--- src/cbm_pkg.sv ---
// Shared types, sizes and codes of the cartridge bank mapper.
package cbm_pkg;

    localparam int RAM_BANKS      = 16;
    localparam int RAM_BANK_BYTES = 8192;
    localparam int RAM_DEPTH      = RAM_BANKS * RAM_BANK_BYTES;
    localparam int RAM_ADDR_W     = $clog2(RAM_DEPTH);
    localparam int RAM_OFF_W      = $clog2(RAM_BANK_BYTES);
    localparam int RAM_SEL_W      = RAM_ADDR_W - RAM_OFF_W;

    localparam int ADDR_W     = 16;
    localparam int DATA_W     = 8;
    localparam int BANK_W     = 9;
    localparam int CNT_W      = 10;
    localparam int ROM_OFF_W  = 14;
    localparam int ROM_ADDR_W = 23;
    localparam int TARGET_W   = 3;

    localparam logic [DATA_W-1:0]  GATE_OPEN     = 8'h0A;
    localparam logic [CNT_W-1:0]   ROM_COUNT_RST = 10'd2;
    localparam logic [DATA_W-1:0]  ROM_LOW_RST   = 8'h01;

    localparam logic CMD_READ  = 1'b0;
    localparam logic CMD_WRITE = 1'b1;

    localparam logic [TARGET_W-1:0] TGT_ROM       = 3'd0;
    localparam logic [TARGET_W-1:0] TGT_RAM       = 3'd1;
    localparam logic [TARGET_W-1:0] TGT_RAM_GATED = 3'd2;
    localparam logic [TARGET_W-1:0] TGT_WRITE     = 3'd3;
    localparam logic [TARGET_W-1:0] TGT_UNMAPPED  = 3'd4;

    typedef struct packed {
        logic              command;
        logic [ADDR_W-1:0] address;
        logic [DATA_W-1:0] write_data;
    } t_in_item;

    typedef struct packed {
        logic [TARGET_W-1:0]   target;
        logic [ROM_ADDR_W-1:0] rom_address;
        logic [DATA_W-1:0]     read_data;
    } t_out_item;

endpackage

--- src/cbm_rem_unit.sv ---
// Bit-serial restoring remainder unit, one dividend bit per cycle.
module cbm_rem_unit
    import cbm_pkg::*;
(
    input  logic              i_clk,
    input  logic              i_rst_n,
    input  logic              i_start,
    input  logic [BANK_W-1:0] i_dividend,
    input  logic [CNT_W-1:0]  i_divisor,
    output logic              o_done,
    output logic [BANK_W-1:0] o_remainder
);

    localparam int STEP_W = $clog2(BANK_W);

    logic              r_busy;
    logic              r_done;
    logic [STEP_W-1:0] r_count;
    logic [BANK_W-1:0] r_dvd;
    logic [CNT_W-1:0]  r_div;
    logic [CNT_W-1:0]  r_rem;
    logic [CNT_W-1:0]  n_rem;
    logic [CNT_W:0]    shifted;
    logic [CNT_W:0]    diff;

    always_comb begin
        shifted = {r_rem, r_dvd[BANK_W-1]};
        diff    = shifted - {1'b0, r_div};
        if (shifted >= {1'b0, r_div}) begin
            n_rem = diff[CNT_W-1:0];
        end else begin
            n_rem = shifted[CNT_W-1:0];
        end
    end

    always_ff @(posedge i_clk) begin
        if (!i_rst_n) begin
            r_busy  <= 1'b0;
            r_done  <= 1'b0;
            r_count <= '0;
        end else begin
            r_done <= r_busy && !i_start && (r_count == '0);
            if (i_start) begin
                r_busy  <= 1'b1;
                r_count <= STEP_W'(BANK_W - 1);
                r_rem   <= '0;
                r_dvd   <= i_dividend;
                r_div   <= i_divisor;
            end else if (r_busy) begin
                r_rem <= n_rem;
                r_dvd <= {r_dvd[BANK_W-2:0], 1'b0};
                if (r_count == '0) begin
                    r_busy <= 1'b0;
                end else begin
                    r_count <= r_count - 1'b1;
                end
            end
        end
    end

    assign o_done      = r_done;
    assign o_remainder = r_rem[BANK_W-1:0];

endmodule

--- config.mk ---
export PLATFORM = sky130hd
export DESIGN_NAME = cbm_rem_unit
export DESIGN_NICKNAME = d
export VERILOG_FILES = /design/src/cbm_pkg.sv /design/src/cbm_rem_unit.sv
export SDC_FILE = /design/constraint.sdc
export NUM_CORES = 1
export LEC_CHECK = 0
export BUFFER_PORTS_ARGS = -buffer_cell sky130_fd_sc_hd__buf_4
export CAP_MARGIN = 10
export CORE_ASPECT_RATIO = 1.75
export CORE_UTILIZATION = 45
export CTS_BUF_LIST = sky130_fd_sc_hd__clkbuf_16
export CTS_CLUSTER_SIZE = 25
export DETAILED_ROUTE_END_ITERATION = 16
export PLACE_DENSITY_LB_ADDON = 0.08
export SLEW_MARGIN = 20
export SYNTH_ARGS = -nofsm -noshare
export SYNTH_HDL_FRONTEND = slang
export SYNTH_SLANG_ARGS = --single-unit
--- constraint.sdc ---
create_clock -name i_clk -period 2.57 [get_ports i_clk]
set_input_delay 0.514 -clock i_clk [delete_from_list [all_inputs] [get_ports i_clk]]
set_output_delay 0.514 -clock i_clk [all_outputs]
set_load 0.1 [all_outputs]
==> impl_metrics.ini <==
[finish]
area_delta_synth_final_pct = 17.7
final_util_pct = 55.2
diodes = 0
num-fill-cells = 418
multi_input_area_um2 = 905
final_cells = 264
most-common-layout-cells = 33 x buf_4, 29 x edfxtp_1, 19 x inv_1
regArea_um2 = 991
layout-drive-gt1-share_pct = 27.2
final_cell_area_mm2 = 0.00243
finalNetCount = 246
layout_commonest_cell = buf_4

[synthesis]
synth_seq_area_share_pct = 48.0
syn-cell-area_mm2 = 0.00207
ys_types = 44
synth_top_cell_by_area = edfxtp_1
synth_xor_area_share_pct = 2.12
synthTopCellsByArea = edfxtp_1 42%, ha_1 6.7%, dfxtp_1 5.8%
synth-simple-area-share_pct = 12.0
ys.warnings.count = 0
syn_inst = 186
synth_area_per_cell_um2 = 11.1
synth_top_area_share_pct = 42.2
synth_compound_area_share_pct = 11.9
synthAdderAreaFrac_pct = 7.63
ys_ff_latch = 35
synthMuxAreaShare_pct = 10.2
postSynthNetCount = 220
synth_top_family_by_area = simple AND/OR/NAND/NOR gates

[place]
dp_hpwl_um = 3070
dpl_cell_area_mm2 = 0.00229
placed_cells = 256
gp_congestion = 0.822
port_buffers = 31

[timing]
setup_tns_ns = 0
setup_viol_count_final = 0
tightest_slew_ns = 0.522
hold_viol_final = 0
slew_violations = 0
rsz0062_at_grt = no
clock_skew_ns = 0.00572
fmax_mhz = 417
fin_crit_ns = 2.40
slew_headroom_pct = 65.2
fin_crit_sh_pct = 93.4

[routing]
route.detailed.drc = 0
vias = 1445
drt_first_pass_iters = 4
routed_wl_um = 4090
ant_nets = 0
drt-initial-drc-count = 23
wire_per_inst_um = 15.5
viasPerCell = 5.47

[clock_tree]
root_buffer = clkbuf_16
insertion_delay_ns = 0.28
cts_tree = yes
cts-buffers-inserted = 5
cts_setup_buffers = 0
clock_path_buffers = 2
post_cts_resized = 0
ctsHoldBuffers = 0
h-tree-depth = 2
clkSinkCount = 35
clk_pin_slew_worst_paths_ns = 0.06

[critical_path]
crit_type = register to register
cp-end-kind = register
cp.arrival_ns = 2.42
cp_data_required_time_ns = 2.59
cp_max_fo = 7
critPathLaunchType = register

[power_and_ir_drop]
power.internal_mw = 1.22
swShare_pct = 30.9
peakVddDrop_mv = 0.592
seq_power_share_pct = 39.3
combinationalPowerShare_pct = 29.1
power_density_mw_per_mm2 = 729
power.leakage_nw = 1.01
p_clk_share_pct = 31.6
p_sw_uw = 547

[hold_path]
hold_class = primary input to register

[floorplanning]
rows = 32
die_y_um = 91.6
start_util_pct = 46.9
dieArea_mm2 = 0.00488
die_x_um = 53.2
ios = 32
core_mm2 = 0.00440

[run]
maxCapViolations = 0

[grt]
use_met3_pct = 4.31
grt_use_met2_pct = 36.3
grt_max_degree = 28
use_met1_pct = 18.5
grt_pass1_vias = 1506
gr-total-overflow = 0
grt_pass1_wl_um = 6670
busiest_layer = met2
grtUsageTotal_pct = 19.0
antenna_found_initial = 0

[status]
status = complete, no violations
final cells by class:
type | count | area share (%)
multi-input cells | 118 | 37.2
well taps | 51 | 2.62
clock buffers | 5 | 5.15
inverters | 18 | 2.78
flip-flops and latches | 35 | 40.8
repair buffers | 34 | 11.0
clock inverters | 3 | 0.463
cell usage after synthesis (all sizes together):
library cell,count
a2111oi,1
a211oi,3
a21boi,2
a21o,2
a21oi,12
a31o,1
a31oi,2
and2,3
and3,1
and4,1
buf,12
clkbuf,3
dfxtp,6
edfxtp,29
fa,1
ha,11
inv,18
mux2,14
mux2i,3
nand2,11
nand2b,1
nand3,2
nand3b,1
nand4,1
nor2,10
nor2b,6
nor3,8
nor3b,1
nor4,1
o2111ai,1
o211ai,1
o21a,4
o21ai,3
o311ai,1
o31a,1
o31ai,1
or2,1
or3,1
xnor2,2
xor2,3
flip-flops by register name, summed over array words and instances, names as in the netlist:
name,flops
r_count,4
o_done,1
r_dvd,9
r_div,10
r_rem,10
r_busy,1
critical path: stages, from the launching register on:
cell and delay (ns):
edfxtp_1 0.41, ha_1 0.46, nand4_1 0.17, o31a_1 0.35, a31o_1 0.29, buf_12 0.17, mux2_4 0.29
power by group through the flow:
stage | sequential [mW] | clock [mW] | combinational, mW
4_1_cts | 0.697 | 0.575 | 0.518
2_1_floorplan | 0.702 | 0 | 0.414
5_1_grt | 0.701 | 0.597 | 0.555
6_report | 0.695 | 0.561 | 0.515
3_5_place_dp | 0.708 | 0 | 0.516
3_3_place_gp | 0.705 | 0 | 0.506
stage by stage:
stage / setup slack, ns / hold slack [ns] / power, mW
after global placement: 0.222 / 0.491 / 1.21
after detailed placement: 0.186 / 0.524 / 1.22
final: 0.170 / 0.410 / 1.77
after global routing: 0.0540 / 0.403 / 1.85
after CTS: 0.167 / 0.407 / 1.79
after floorplan: 0.450 / 0.484 / 1.12
kinds of logic (layout without fill, tap and decap cells):
family,after synthesis,count (layout)
AND/OR/NAND/NOR,49,49
AO/OA/AOI/OAI,35,35
flip-flops,35,35
buffers and inverters,33,60
multiplexers,17,17
adder cells (fa/ha/maj),12,12
XOR/XNOR,5,5
path summary, 6_finish.rpt:
check / start / end / slack [ns] / depth (start not counted)
setup / recovery: r_rem[3] / r_rem[3] / 0.17 / 6
hold / removal: i_divisor[8] / r_div[8] / 0.41 / 1
hold reg to reg: r_busy / o_done / 0.53 / 1
setup reg to reg: r_rem[3] / r_rem[3] / 0.17 / 6
metal layers:
layer,part of all wire [%],vias to the layer above
met3,2.8,5
met5,0,-
li1,-,709
met2,59,27
met4,1.5,0
met1,36,704
(Power assumes the default switching activity.)
